## config.mk

```make
export PLATFORM = sky130hd
export DESIGN_NAME = pls_ctrl
export DESIGN_NICKNAME = d
export VERILOG_FILES = /design/src/rtl/pls_pkg.sv /design/src/rtl/pls_ctrl.sv
export SDC_FILE = /design/constraint.sdc
export NUM_CORES = 1
export LEC_CHECK = 0
export ABC_AREA = 1
export ABC_CLOCK_PERIOD_IN_PS = 6240
export BUFFER_PORTS_ARGS = -buffer_cell sky130_fd_sc_hd__buf_2
export CORE_MARGIN = 1
export CORE_UTILIZATION = 40
export CTS_BUF_LIST = sky130_fd_sc_hd__clkbuf_8
export DETAILED_ROUTE_END_ITERATION = 6
export PLACE_DENSITY = 0.64
export SETUP_SLACK_MARGIN = 0.1
export SYNTH_ARGS = -nofsm -noshare
export SYNTH_HDL_FRONTEND = slang
export SYNTH_SLANG_ARGS = --single-unit
```

## constraint.sdc

```tcl
create_clock -name clk_i -period 6.24 [get_ports clk_i]
set_input_delay 0.312 -clock clk_i [delete_from_list [all_inputs] [get_ports clk_i]]
set_output_delay 0.312 -clock clk_i [all_outputs]
set_load 0.02 [all_outputs]
```

## src/rtl/pls_pkg.sv

```systemverilog
// pls_pkg: shared types, codes and defaults of the positional list store
// holds the item structs, the action codes and the controller states
// no dependencies
`default_nettype none

package pls_pkg;

  localparam int unsigned CAPACITY_DEF   = 256;
  localparam int unsigned ENTRY_BITS_DEF = 32;

  // action codes carried in the action field; codes 5 to 7 are unused
  typedef enum logic [2:0] {
    ACT_READ   = 3'd0,
    ACT_INSERT = 3'd1,
    ACT_APPEND = 3'd2,
    ACT_REMOVE = 3'd3,
    ACT_FIND   = 3'd4
  } pls_action_e;

  typedef struct packed {
    logic [2:0]  action;
    logic [7:0]  index;
    logic [31:0] entry;
  } pls_in_t;

  typedef struct packed {
    logic        ok;
    logic [31:0] entry_out;
    logic [7:0]  position;
    logic [8:0]  count;
  } pls_out_t;

  typedef enum logic [2:0] {
    ST_IDLE,
    ST_READ,
    ST_FIND,
    ST_REM_FIRST,
    ST_REM,
    ST_INS,
    ST_PUT,
    ST_DONE
  } pls_state_e;

endpackage

`default_nettype wire

```

## src/rtl/pls_ctrl.sv

```systemverilog
// pls_ctrl: sequencer of the positional list store
// walks the store one entry per cycle for shifts and searches; uses pls_pkg
`default_nettype none

module pls_ctrl #(
  parameter int unsigned CAPACITY   = 256,
  parameter int unsigned ENTRY_BITS = 32,
  localparam int unsigned AW   = $clog2(CAPACITY),
  localparam int unsigned CW   = $clog2(CAPACITY + 1),
  localparam int unsigned CMPW = (CW > 8) ? CW : 8
) (
  input  wire logic                  clk_i,
  input  wire logic                  rst_ni,
  input  wire logic                  in_valid_i,
  output logic                       in_stall_o,
  input  wire pls_pkg::pls_in_t      in_data_i,
  output logic                       res_valid_o,
  input  wire logic                  res_ready_i,
  output pls_pkg::pls_out_t          res_data_o,
  output logic                       mem_re_o,
  output logic      [AW-1:0]         mem_raddr_o,
  output logic                       mem_we_o,
  output logic      [AW-1:0]         mem_waddr_o,
  output logic      [ENTRY_BITS-1:0] mem_wdata_o,
  input  wire logic [ENTRY_BITS-1:0] mem_rdata_i
);

  import pls_pkg::*;

  pls_state_e            state_q, state_d;
  logic [AW-1:0]         cur_q, cur_d;
  logic [AW-1:0]         pos_q, pos_d;
  logic [ENTRY_BITS-1:0] val_q, val_d;
  logic [ENTRY_BITS-1:0] got_q, got_d;
  logic                  ok_q, ok_d;
  logic [CW-1:0]         count_q, count_d;

  logic [ENTRY_BITS-1:0] in_val;
  logic [AW-1:0]         idx_a;
  logic [AW-1:0]         ins_pos;
  logic [AW-1:0]         cur_next;
  logic                  idx_ok, val_nz, full, empty;
  logic                  ins_ok, ins_at_end, find_ok;
  logic                  cur_last, cur_at_pos, hit;

  // decode of the incoming item
  assign in_val     = ENTRY_BITS'(in_data_i.entry);
  assign idx_a      = AW'(in_data_i.index);
  assign idx_ok     = CMPW'(in_data_i.index) < CMPW'(count_q);
  assign val_nz     = in_val != '0;
  assign full       = count_q == CW'(CAPACITY);
  assign empty      = count_q == '0;
  assign ins_ok     = val_nz && !full && (empty || idx_ok);
  assign ins_pos    = empty ? '0 :
                      (in_data_i.action == ACT_INSERT) ? idx_a : idx_a + AW'(1);
  assign ins_at_end = CW'(ins_pos) == count_q;
  assign find_ok    = val_nz && !empty;

  // walk status
  assign cur_next   = cur_q + AW'(1);
  assign cur_last   = (CW'(cur_q) + CW'(1)) == count_q;
  assign cur_at_pos = cur_q == pos_q;
  assign hit        = mem_rdata_i == val_q;

  always_comb begin
    state_d = state_q;
    case (state_q)
      ST_IDLE: begin
        if (in_valid_i) begin
          case (in_data_i.action)
            ACT_READ:               state_d = idx_ok ? ST_READ : ST_DONE;
            ACT_INSERT, ACT_APPEND: state_d = (ins_ok && !ins_at_end) ? ST_INS : ST_DONE;
            ACT_REMOVE:             state_d = idx_ok ? ST_REM_FIRST : ST_DONE;
            ACT_FIND:               state_d = find_ok ? ST_FIND : ST_DONE;
            default:                state_d = ST_DONE;
          endcase
        end
      end
      ST_READ: state_d = ST_DONE;
      ST_FIND: begin
        if (hit || cur_last) begin
          state_d = ST_DONE;
        end
      end
      ST_REM_FIRST, ST_REM: begin
        state_d = cur_last ? ST_DONE : ST_REM;
      end
      ST_INS: begin
        if (cur_at_pos) begin
          state_d = ST_PUT;
        end
      end
      ST_PUT: state_d = ST_DONE;
      ST_DONE: begin
        if (res_ready_i) begin
          state_d = ST_IDLE;
        end
      end
      default: state_d = ST_IDLE;
    endcase
  end

  always_comb begin
    cur_d       = cur_q;
    pos_d       = pos_q;
    val_d       = val_q;
    got_d       = got_q;
    ok_d        = ok_q;
    count_d     = count_q;
    mem_re_o    = 1'b0;
    mem_raddr_o = cur_next;
    mem_we_o    = 1'b0;
    mem_waddr_o = pos_q;
    mem_wdata_o = val_q;
    case (state_q)
      ST_IDLE: begin
        if (in_valid_i) begin
          ok_d  = 1'b0;
          got_d = '0;
          pos_d = '0;
          val_d = in_val;
          case (in_data_i.action)
            ACT_READ: begin
              mem_re_o    = idx_ok;
              mem_raddr_o = idx_a;
            end
            ACT_INSERT, ACT_APPEND: begin
              if (ins_ok) begin
                pos_d = ins_pos;
                if (ins_at_end) begin
                  // nothing to move: write straight to the tail
                  mem_we_o    = 1'b1;
                  mem_waddr_o = ins_pos;
                  mem_wdata_o = in_val;
                  count_d     = count_q + CW'(1);
                  ok_d        = 1'b1;
                end else begin
                  mem_re_o    = 1'b1;
                  mem_raddr_o = AW'(count_q - CW'(1));
                  cur_d       = AW'(count_q - CW'(1));
                end
              end
            end
            ACT_REMOVE: begin
              mem_re_o    = idx_ok;
              mem_raddr_o = idx_a;
              cur_d       = idx_a;
            end
            ACT_FIND: begin
              mem_re_o    = find_ok;
              mem_raddr_o = '0;
              cur_d       = '0;
            end
            default: begin
              ok_d = 1'b0;
            end
          endcase
        end
      end
      ST_READ: begin
        ok_d  = 1'b1;
        got_d = mem_rdata_i;
      end
      ST_FIND: begin
        if (hit) begin
          ok_d  = 1'b1;
          pos_d = cur_q;
        end else if (!cur_last) begin
          mem_re_o = 1'b1;
          cur_d    = cur_next;
        end
      end
      ST_REM_FIRST: begin
        ok_d  = 1'b1;
        got_d = mem_rdata_i;
        if (cur_last) begin
          count_d = count_q - CW'(1);
        end else begin
          mem_re_o = 1'b1;
          cur_d    = cur_next;
        end
      end
      ST_REM: begin
        // entry at cur moves down one place
        mem_we_o    = 1'b1;
        mem_waddr_o = cur_q - AW'(1);
        mem_wdata_o = mem_rdata_i;
        if (cur_last) begin
          count_d = count_q - CW'(1);
        end else begin
          mem_re_o = 1'b1;
          cur_d    = cur_next;
        end
      end
      ST_INS: begin
        // entry at cur moves up one place, walking down to the gap
        mem_we_o    = 1'b1;
        mem_waddr_o = cur_next;
        mem_wdata_o = mem_rdata_i;
        if (!cur_at_pos) begin
          mem_re_o    = 1'b1;
          mem_raddr_o = cur_q - AW'(1);
          cur_d       = cur_q - AW'(1);
        end
      end
      ST_PUT: begin
        mem_we_o    = 1'b1;
        mem_waddr_o = pos_q;
        mem_wdata_o = val_q;
        count_d     = count_q + CW'(1);
        ok_d        = 1'b1;
      end
      ST_DONE: begin
        ok_d = ok_q;
      end
      default: begin
        ok_d = ok_q;
      end
    endcase
  end

  always_ff @(posedge clk_i or negedge rst_ni) begin
    if (!rst_ni) begin
      state_q <= ST_IDLE;
      count_q <= '0;
      ok_q    <= 1'b0;
    end else begin
      state_q <= state_d;
      count_q <= count_d;
      ok_q    <= ok_d;
    end
  end

  always_ff @(posedge clk_i) begin
    cur_q <= cur_d;
    pos_q <= pos_d;
    val_q <= val_d;
    got_q <= got_d;
  end

  assign in_stall_o           = state_q != ST_IDLE;
  assign res_valid_o          = state_q == ST_DONE;
  assign res_data_o.ok        = ok_q;
  assign res_data_o.entry_out = 32'(got_q);
  assign res_data_o.position  = 8'(pos_q);
  assign res_data_o.count     = 9'(count_q);

endmodule

`default_nettype wire

```

==> results of run 1 <==
[sequential cells by signal (all words and copies together), names as in the netlist]
register / cells
state_q: 3
pos_q: 8
ok_q: 1
cur_q: 8
got_q: 32
val_q: 32
count_q: 9
[final timing paths]
kind / startpoint / end / slack (ps) / depth (start not counted)
max: count_q[0]$_DFFE_PN0P_ / mem_waddr_o[0] / 1520 / 16
min: in_data_i[25] / val_q[25]$_DFFE_PP_ / 120 / 1
max reg2reg: count_q[0]$_DFFE_PN0P_ / count_q[5]$_DFFE_PN0P_ / 2560 / 16
min reg2reg: ok_q$_DFFE_PN0P_ / ok_q$_DFFE_PN0P_ / 540 / 2
max in group asynchronous: rst_ni / count_q[1]$_DFFE_PN0P_ / 5620 / 2
min in group asynchronous: rst_ni / count_q[5]$_DFFE_PN0P_ / 350 / 2
[cells in the mapped netlist, drive strengths merged]
| master | count | share of area |
|---|---|---|
| a21o | 1 | 0.0010 |
| nor2 | 121 | 0.065 |
| a211oi | 2 | 0.0021 |
| o2111ai | 2 | 0.0024 |
| a21oi | 40 | 0.028 |
| edfxtp | 80 | 0.33 |
| a221o | 3 | 0.0042 |
| nand2 | 259 | 0.14 |
| dfrtp | 13 | 0.045 |
| clkinv | 3 | 0.0017 |
| nor4 | 9 | 0.0078 |
| a31oi | 1 | 0.00087 |
| o21ai | 53 | 0.037 |
| clkbuf | 22 | 0.011 |
| o22ai | 20 | 0.017 |
| buf | 13 | 0.011 |
| or2 | 4 | 0.0035 |
| o221ai | 1 | 0.0012 |
| o31ai | 3 | 0.0031 |
| mux2 | 1 | 0.0016 |
| nand3 | 55 | 0.042 |
| xnor2 | 3 | 0.0036 |
| xor2 | 26 | 0.031 |
| nand3b | 5 | 0.0069 |
| o32ai | 1 | 0.0012 |
| inv | 140 | 0.073 |
| o211ai | 24 | 0.025 |
| a2111oi | 1 | 0.0012 |
| nand4 | 39 | 0.034 |
| nor3 | 12 | 0.0083 |
| ha | 13 | 0.022 |
| a22oi | 38 | 0.039 |
[critical path: cells and delay by family (launching register included)]
| kind | cells | cell delay [ps] |
|---|---|---|
| DFF | 1 | 480 |
| adders and majority gates | 1 | 290 |
| AOI/OAI and AO/OA | 1 | 140 |
| buffers and inverters | 3 | 590 |
| and+or+nand+nor | 11 | 2480 |
[kinds of logic (layout without fill, tap and decap cells)]
group / Yosys count / after routing / synth area share
and+or+nand+nor: 504 / 504 / 0.3032
AOI/OAI and AO/OA: 190 / 190 / 0.1633
buffers and inverters: 178 / 347 / 0.09708
DFF: 93 / 93 / 0.3772
xor gates and xnor gates: 29 / 29 / 0.03513
adders and majority gates: 13 / 13 / 0.02250
muxes: 1 / 1 / 0.001557
[through the flow]
step	instances	worst slack, ps	power [mW]
after floorplan	1008	2415	1.000
after global routing	1402	1198	1.707
after global placement	1385	2109	1.166
after CTS	1402	1579	1.641
after detailed placement	1385	2021	1.162
final	1402	1524	1.636
[layout make-up]
class	count	share of cell area
clock inverters	7	0.01229
flip-flops and latches	93	0.3190
inverters	143	0.06292
repair buffers	188	0.1127
multi-input cells	737	0.4457
well taps	225	0.03292
clock buffers	9	0.01449
[metal layers]
metal / global-route usage / part of all wire / vias to the layer above
met5: 0 / 0 / -
met2: 0.4546 / 0.46 / 388
met4: 0.09321 / 0.025 / 0
li1: - / - / 3760
met3: 0.04474 / 0.078 / 48
met1: 0.3864 / 0.43 / 3607
[placed cells by master (no fill, tap or decap), types with 3 or more instances in the layout]
cell type    n
buf_4        7
nand2_1    257
nand3b_1     4
nor2_2       4
a221o_1      3
o21ai_1      3
a22oi_1     38
nor4_1       9
nor3_1      12
o211ai_1    24
a21oi_1     40
inv_1      132
nor2_1     115
nand4_1     39
inv_2        8
buf_2      180
o22ai_1     20
or2_2        4
nand3_1     52
xor2_1      26
o31ai_1      3
xnor2_1      3
ha_1        13
clkbuf_8     9
dfrtp_1     13
o21ai_0     50
edfxtp_1    80
[power by group]
part | internal [mW] | switching [mW] | total (mW)
clock network | 0.232 | 0.247 | 0.479
logic | 0.143 | 0.287 | 0.430
registers | 0.698 | 0.0292 | 0.727
==> flow_metrics.py, run 1 <==
metrics = {
    "logic_synthesis": {
        "ys_seq_area_frac": 0.3772,
        "postSynthAreaPerCell_um2": 7.173,
        "syn-cell-area_um2": 7231,
        "synth-seq-cells": 93,
        "ys_types": 45,
        "yosys_warnings": 0,
        "synth.net_count": 1100,
        "synth_cells": 1008,
    },
    "placed_design": {
        "port_buffers": 180,
        "gp_congestion": 0.9559,
        "placed_area_um2": 8312,
        "dpl.hpwl_mm": 19.91,
    },
    "critical_path": {
        "cp.arrival_ps": 4400,
        "criticalPathCategory": "reg -> out",
        "crit_required_ps": 5930,
        "cp_slowest_stage_delay_ps": 740,
        "cp-end-kind": "primary output",
        "cp-start-kind": "flip-flop",
        "path_cells": "clkinv_1, ha_1, inv_1, nor2_2, nand3_4, nand3_1, nand2_1, nand2_1, nor2_1, nand3_1, nor2_4, nand3_4, nor2_2, nand3_1, o211ai_1, buf_2",
        "crit_slowest_cell": "nor2_2",
        "crit_fanout": 42,
        "crit_path_frequent_cell": "nand3_1",
    },
    "power": {
        "total_leakage_power_nw": 4.042,
        "vdd_drop_max_v": 0.0001684,
        "power_density_nw_per_um2": 191.4,
    },
    "floorplanning": {
        "die_h_um": 136.5,
        "fp.dieArea_um2": 18620,
        "dieWidth_um": 136.5,
        "rows": 48,
        "core_um2": 17480,
        "ios": 181,
        "start_util": 0.4137,
    },
    "clocking": {
        "cts_max_path_buffers": 2,
        "hold_buffers": 1,
        "cts_tree": "built",
        "cts.sinks": 93,
        "cts_setup_buffers": 0,
        "clockRootBuffer": "clkbuf_8",
        "cts_made_buffers": 9,
        "htree_levels": 3,
        "worst_skew_pair.late_latency_ps": 390,
        "clk_pin_slew_ps": 110,
        "ctsResizeCount": 0,
    },
    "grt": {
        "grt_max_degree": 43,
        "antenna_found_initial": 0,
        "grt_first_pass_wirelength_mm": 39.41,
        "grt_usage": 0.2833,
        "grt_pass1_vias": 7061,
        "grt-ovfl-total": 0,
    },
    "sta": {
        "max-slew-margin-rel": 0.4125,
        "setup_viol": 0,
        "finalClockSkew_ps": 16.00,
        "hold_viol": 0,
        "timing.hold.ws_ps": 117.9,
        "slew_viol_final": 0,
        "finalCritPeriodShare": 0.7558,
        "rsz0062_at_grt": "false",
        "fin_setup_tns_ps": 0,
        "tightest_slew_ps": 879.9,
        "layout_min_cycle_time_ps": 4716,
        "max_freq_mhz": 212.0,
    },
    "final_layout": {
        "ff_latch_area_um2": 2728,
        "stdcell_area_um2": 8551,
        "diodes": 0,
        "fin_util": 0.4893,
        "syn_to_final_growth_pct": 18.26,
        "fillers": 1821,
        "drive_gt1_frac": 0.1946,
        "num-nets-final": 1264,
        "multiInputGateArea_um2": 3811,
    },
    "drt": {
        "drc": 0,
        "ant_nets": 0,
        "dr.pass1.iters": 5,
        "wire_per_inst_um": 18.67,
        "drt-total-wl_mm": 26.18,
        "via_count": 7803,
        "first_iter_violations": 749,
        "vias_per_cell": 5.566,
    },
    "min_path": {
        "min_path_type": "in -> reg",
    },
    "run_status": {
        "outcome": "complete, no violations",
    },
    "job": {
        "cap_violations": 0,
    },
}
No activity file was read; power rests on OpenSTA's default activity.
==> inputs of run 2 (changes only) <==
ABC_AREA = 0   (was 1)
ABC_CLOCK_PERIOD_IN_PS = 4500   (was 6240)
PLACE_DENSITY = 0.63   (was 0.64)
clock period = 4.5 ns   (was 6.24 ns; I/O delays follow)
==> run 2 against run 1 <==
Sequential power grew 99%; sequential share of layout area shrank 1.2 points; via count is 0.59% higher; cell count down 12%; clock-buffer cell count unchanged; synthesized area is 5.0% higher; wire length rose by 17%; worst setup slack got worse by 1200 ps; design area increased by 4.0%; critical path depth decreased by 6; utilization down 1.2 points; largest cell class unchanged; clock power grew 18%.
==> flow_metrics.py, run 2 <==
metrics = {
    "critical_path": {
        "crit_slowest_cell": "or4_4",
        "criticalPathCategory": "reg -> out",
        "cp-start-kind": "flip-flop",
        "cp-end-kind": "primary output",
        "cp_slowest_stage_delay_ps": 550,
        "cp.arrival_ps": 3910,
        "crit_required_ps": 4280,
        "path_cells": "nor4_4, and4_1, nor3_1, nand4bb_1, or4_4, nor4b_4, o21ai_2, buf_4, a221o_1, buf_2",
        "crit_fanout": 33,
    },
    "clocking": {
        "worst_skew_pair.late_latency_ps": 390,
        "clk_pin_slew_ps": 110,
        "clockRootBuffer": "clkbuf_8",
        "cts_max_path_buffers": 2,
        "cts_setup_buffers": 0,
        "cts.sinks": 93,
        "cts_made_buffers": 9,
        "cts_tree": "built",
        "htree_levels": 3,
    },
    "drt": {
        "drt-total-wl_mm": 30.60,
        "drc": 0,
        "vias_per_cell": 6.345,
        "wire_per_inst_um": 24.74,
        "dr.pass1.iters": 5,
        "via_count": 7849,
        "ant_nets": 0,
        "first_iter_violations": 963,
    },
    "sta": {
        "finalClockSkew_ps": 12.44,
        "fin_setup_tns_ps": 0,
        "layout_min_cycle_time_ps": 4139,
        "hold_viol": 0,
        "max_freq_mhz": 241.6,
        "timing.hold.ws_ps": 40.19,
        "finalCritPeriodShare": 0.9197,
        "max-slew-margin-rel": 0.4020,
        "slew_viol_final": 0,
        "rsz0062_at_grt": "false",
        "setup_viol": 0,
        "fin_ws_ps": 361.4,
        "tightest_slew_ps": 888.7,
    },
    "placed_design": {
        "dpl.hpwl_mm": 22.93,
        "place_ws_ps": 505.8,
        "port_buffers": 180,
        "gp_congestion": 0.9632,
    },
    "floorplanning": {
        "dieWidth_um": 139.8,
        "fp.dieArea_um2": 19540,
        "start_util": 0.4073,
        "die_h_um": 139.8,
        "core_um2": 18640,
        "ios": 181,
        "rows": 50,
    },
    "logic_synthesis": {
        "synth_top_area_share": 0.3164,
        "syn-cell-area_um2": 7594,
        "yosysTopAreaCell": "edfxtp_1",
        "synth-seq-cells": 93,
        "synth.most_common_cell": "edfxtp_1",
        "ys.flop_type": "edfxtp_1",
        "ys_top_cells_by_count": "edfxtp_1 (80), and3_1 (71), nor2_1 (70)",
        "synth_area_leaders": "edfxtp_1 (32%), xor2_1 (6.2%), and3_1 (5.8%)",
        "yosys_warnings": 0,
        "postSynthAreaPerCell_um2": 8.934,
        "synth_cells": 850,
        "synthArstFlopShare": 0.1398,
        "synth_edf_count": 80,
        "synth.net_count": 942,
        "ys_types": 76,
        "ys_seq_area_frac": 0.3592,
    },
    "final_layout": {
        "drive_gt1_frac": 0.2463,
        "reg_top3": "got_q x32, val_q x32, count_q x9",
        "final_cell_mix": "buf_2 (180), edfxtp_1 (80), and3_1 (71), nor2_1 (69), nand2_1 (58)",
        "syn_to_final_growth_pct": 17.07,
        "num-nets-final": 1090,
        "fillers": 1857,
        "layout_commonest_cell": "buf_2",
        "diodes": 0,
    },
    "min_path": {
        "min_path_type": "in -> reg",
    },
    "job": {
        "cap_violations": 0,
    },
    "grt": {
        "grtUsageMet2": 0.4903,
        "grt_busiest_layer": "met2",
        "grt-ovfl-total": 0,
        "grt_pass1_vias": 7123,
        "antenna_found_initial": 0,
        "grt_first_pass_wirelength_mm": 45.20,
        "grt_util_met3": 0.04818,
        "grt_usage": 0.3104,
        "grtUsageMet1": 0.4223,
        "grt_max_degree": 53,
    },
    "power": {
        "vdd_drop_max_v": 0.0003190,
        "total_power_mw": 5.795,
        "power_density_nw_per_um2": 651.8,
        "total_leakage_power_nw": 3.721,
    },
    "run_status": {
        "outcome": "complete, no violations",
    },
}
[run 2: cell types whose count changed in the layout (fill, tap and decap cells not counted), sizes merged, moves of 28 or more]
| cell | previous run | this run |
|---|---|---|
| a221o | 3 | 34 |
| and3 | 0 | 71 |
| nand3 | 55 | 22 |
| nand2 | 259 | 58 |
| xor2 | 26 | 54 |
| inv | 143 | 24 |
| nor2 | 121 | 70 |
| a22oi | 38 | 1 |
| nand4 | 39 | 9 |
[run 2: cells by family (layout without fill, tap and decap cells)]
kind of cell | count (synthesis) | in the layout | synth area share
muxes | 9 | 9 | 0.01186
and+or+nand+nor | 331 | 331 | 0.2366
buffers and inverters | 92 | 245 | 0.05306
AOI/OAI and AO/OA | 232 | 232 | 0.2201
adders and majority gates | 13 | 13 | 0.02142
DFF | 93 | 93 | 0.3592
xor gates and xnor gates | 80 | 80 | 0.09771
[run 2: cell type report]
type / instances / area, µm² / area share
Tap cell: 234 / 292.8 / 0.03293
Multi-Input combinational cell: 665 / 4486 / 0.5046
Clock buffer: 9 / 123.9 / 0.01393
Sequential cell: 93 / 2733 / 0.3074
Clock inverter: 7 / 62.56 / 0.007037
Inverter: 21 / 78.83 / 0.008867
Timing Repair Buffer: 208 / 1114 / 0.1253
[run 2: final timing paths]
check / start / endpoint / slack, ps / depth (start not counted)
hold / removal: in_data_i[18] / val_q[18]$_DFFE_PP_ / 40 / 1
max in group asynchronous: rst_ni / state_q[2]$_DFFE_PN0P_ / 3900 / 2
hold reg to reg: ok_q$_DFFE_PN0P_ / ok_q$_DFFE_PN0P_ / 540 / 2
setup reg to reg: cur_q[0]$_DFFE_PP_ / count_q[0]$_DFFE_PN0P_ / 770 / 10
min in group asynchronous: rst_ni / count_q[1]$_DFFE_PN0P_ / 280 / 2
setup / recovery: count_q[3]$_DFFE_PN0P_ / mem_wdata_o[2] / 360 / 10
[run 2: metal layers]
layer | routed length [µm] | vias to the layer above
li1 | - | 3558
met2 | 13730 | 523
met1 | 12750 | 3707
met3 | 2925 | 61
met5 | 0 | -
met4 | 1197 | 0
[run 2: what timing repair did]
item                                    4_1_cts  5_1_grt
endpoints found under the hold margin        13        0
pin swaps                                     0        0
hold buffers                                  1        0
resized for setup                             1        4
endpoints found under the setup margin       33       33
[run 2: where the power goes]
part	internal, mW	switching [mW]	total, mW
sequential	1.16	0.286	1.45
combinational	1.34	2.44	3.78
clock	0.213	0.352	0.565
total	2.71	3.08	5.79
[run 2: metrics by stage]
stage	cells	cell area (µm²)	utilization
5_1_grt	1237	8890	0.4768
3_5_place_dp	1220	8682	0.4657
4_1_cts	1237	8880	0.4763
2_1_floorplan	850	7594	-
6_report	1237	8890	0.4768
3_3_place_gp	1220	8682	0.4657
[run 2: critical path: cells and delay by family, from the launching register on]
family,cells,cell delay (ps)
DFF,1,530
buffers and inverters,2,420
AOI/OAI and AO/OA,2,500
and+or+nand+nor,6,2050
==> inputs of run 3 (changes only) <==
GPL_TIMING_DRIVEN = 0   (was not set)
==> run 3 against run 2 <==
Non-clock buffer count increased by 51; cell count increased by 4.1%; global-route usage increased by 0.45 points; sequential power decreased by 13%; critical path type unchanged; worst setup slack got worse by 260 ps; critical path depth increased by 4; register-to-register slack got worse by 430 ps; wire length increased by 2.1%; critical endpoint is now mem_waddr_o[5]; utilization increased by 1.7 points; first-iteration DRC count increased by 7.6%; sequential share of layout area decreased by 1.1 points.
==> flow_metrics.py, run 3 (synthesis results as in run 2) <==
metrics = {
    "run_status": {
        "outcome": "complete, no violations",
    },
    "placed_design": {
        "placed_area_um2": 8832,
        "port_buffers": 177,
        "dp.cells": 1263,
        "dpl.hpwl_mm": 24.04,
        "gp_congestion": 0.9836,
    },
    "critical_path": {
        "crit_buf_inv": 6,
        "crit_required_ps": 4280,
        "crit_slowest_cell": "dfrtp_1",
        "cp-end-kind": "primary output",
        "crit_family": "buffers and inverters",
        "cp-start-kind": "flip-flop",
        "path_cells": "inv_1, ha_1, nand4_1, o311ai_2, a21oi_2, and2_1, clkbuf_2, nand4_1, buf_4, buf_4, clkbuf_2, nor2_1, a211oi_1, buf_2",
        "cp.arrival_ps": 4170,
        "criticalPathCategory": "reg -> out",
        "crit_fanout": 10,
        "cp_slowest_stage_delay_ps": 710,
    },
    "job": {
        "cap_violations": 0,
    },
    "grt": {
        "grt_pass1_vias": 7474,
        "grt_usage": 0.3149,
        "grt_max_degree": 37,
        "grt-ovfl-total": 0,
        "antenna_found_initial": 1,
        "grt_first_pass_wirelength_mm": 46.16,
    },
    "clocking": {
        "clk_pin_slew_ps": 130,
        "cts_max_path_buffers": 2,
        "clockRootBuffer": "clkbuf_8",
        "worst_skew_pair.late_latency_ps": 400,
        "cts_tree": "built",
        "cts_made_buffers": 9,
        "cts.sinks": 93,
        "htree_levels": 3,
    },
    "sta": {
        "rsz0062_at_grt": "true",
        "max-slew-margin-rel": 0.2422,
        "timing.hold.ws_ps": 32.16,
        "finalCritPeriodShare": 0.9767,
        "hold_viol": 0,
        "fin_setup_tns_ps": 0,
        "tightest_slew_ps": 1128,
        "setup_viol": 0,
        "slew_viol_final": 0,
        "layout_min_cycle_time_ps": 4395,
        "finalClockSkew_ps": 28.69,
        "max_freq_mhz": 227.5,
    },
    "final_layout": {
        "instances_no_fill": 1288,
        "fin_util": 0.4937,
        "reg_top3": "got_q x32, val_q x32, count_q x9",
        "final_cell_mix": "buf_2 (190), edfxtp_1 (80), and3_1 (71), nor2_1 (69), nand2_1 (58)",
        "layout_commonest_cell": "buf_2",
        "syn_to_final_growth_pct": 21.21,
        "num-nets-final": 1141,
        "stdcell_area_um2": 9204,
        "diodes": 0,
        "drive_gt1_frac": 0.2391,
    },
    "drt": {
        "dr.pass1.iters": 7,
        "drt-total-wl_mm": 31.25,
        "wire_per_inst_um": 24.26,
        "via_count": 8177,
        "vias_per_cell": 6.349,
        "first_iter_violations": 1036,
        "drc": 0,
        "ant_nets": 0,
    },
    "power": {
        "vdd_drop_max_v": 0.0004491,
        "power_density_nw_per_um2": 662.1,
        "total_leakage_power_nw": 3.834,
    },
    "floorplanning": {
        "core_um2": 18640,
        "rows": 50,
        "fp.dieArea_um2": 19540,
        "ios": 181,
        "start_util": 0.4073,
        "dieWidth_um": 139.8,
        "die_h_um": 139.8,
    },
    "min_path": {
        "min_path_type": "in -> reg",
    },
}
## run 3: layer usage
layer | vias to the layer above | global-route usage | part of all wire
met5 | - | 0 | 0.00026
met4 | 2 | 0.1087 | 0.032
met3 | 67 | 0.06160 | 0.10
met2 | 559 | 0.5097 | 0.46
met1 | 3882 | 0.4186 | 0.40
li1 | 3667 | - | -
## run 3: what timing repair did
action                                 in CTS  in global routing
hold buffers                                1                  0
pin swaps                                   2                  2
resized for setup                          12                 11
buffers inserted                            3                  5
setup endpoints to repair                  52                 42
endpoints found under the hold margin      13                  0
## run 3: final timing paths
| kind | from | end | cells after the start | slack, ps |
|---|---|---|---|---|
| min | in_data_i[18] | val_q[18]$_DFFE_PP_ | 1 | 30 |
| max in group asynchronous | rst_ni | ok_q$_DFFE_PN0P_ | 2 | 3960 |
| min reg2reg | ok_q$_DFFE_PN0P_ | ok_q$_DFFE_PN0P_ | 2 | 540 |
| max | count_q[6]$_DFFE_PN0P_ | mem_waddr_o[5] | 14 | 100 |
| max reg2reg | cur_q[0]$_DFFE_PP_ | count_q[7]$_DFFE_PN0P_ | 13 | 340 |
| min in group asynchronous | rst_ni | count_q[0]$_DFFE_PN0P_ | 2 | 250 |
## run 3: cell type report
class	instances	area (µm²)
clock buffers	9	123.9
well taps	234	292.8
repair buffers	188	1003
clock inverters	7	92.59
multi-input cells	665	4534
fillers	1817	9439
inverters	21	82.58
flip-flops and latches	93	2729
plain buffers	71	345.3
## run 3: per-stage QoR
| stage | setup WS [ps] | total power, mW |
|---|---|---|
| global route | 35.27 | 6.403 |
| floorplan | 713.8 | 3.946 |
| global placement | -699.6 | 5.263 |
| finish | 104.7 | 6.093 |
| detailed placement | -544.3 | 5.300 |
| CTS | 108.0 | 5.963 |
## run 3: report_power, final
group          switching, mW  total [mW]  internal [mW]
registers              0.102        1.26           1.16
logic                   2.75        4.18           1.43
clock network          0.381       0.653          0.272
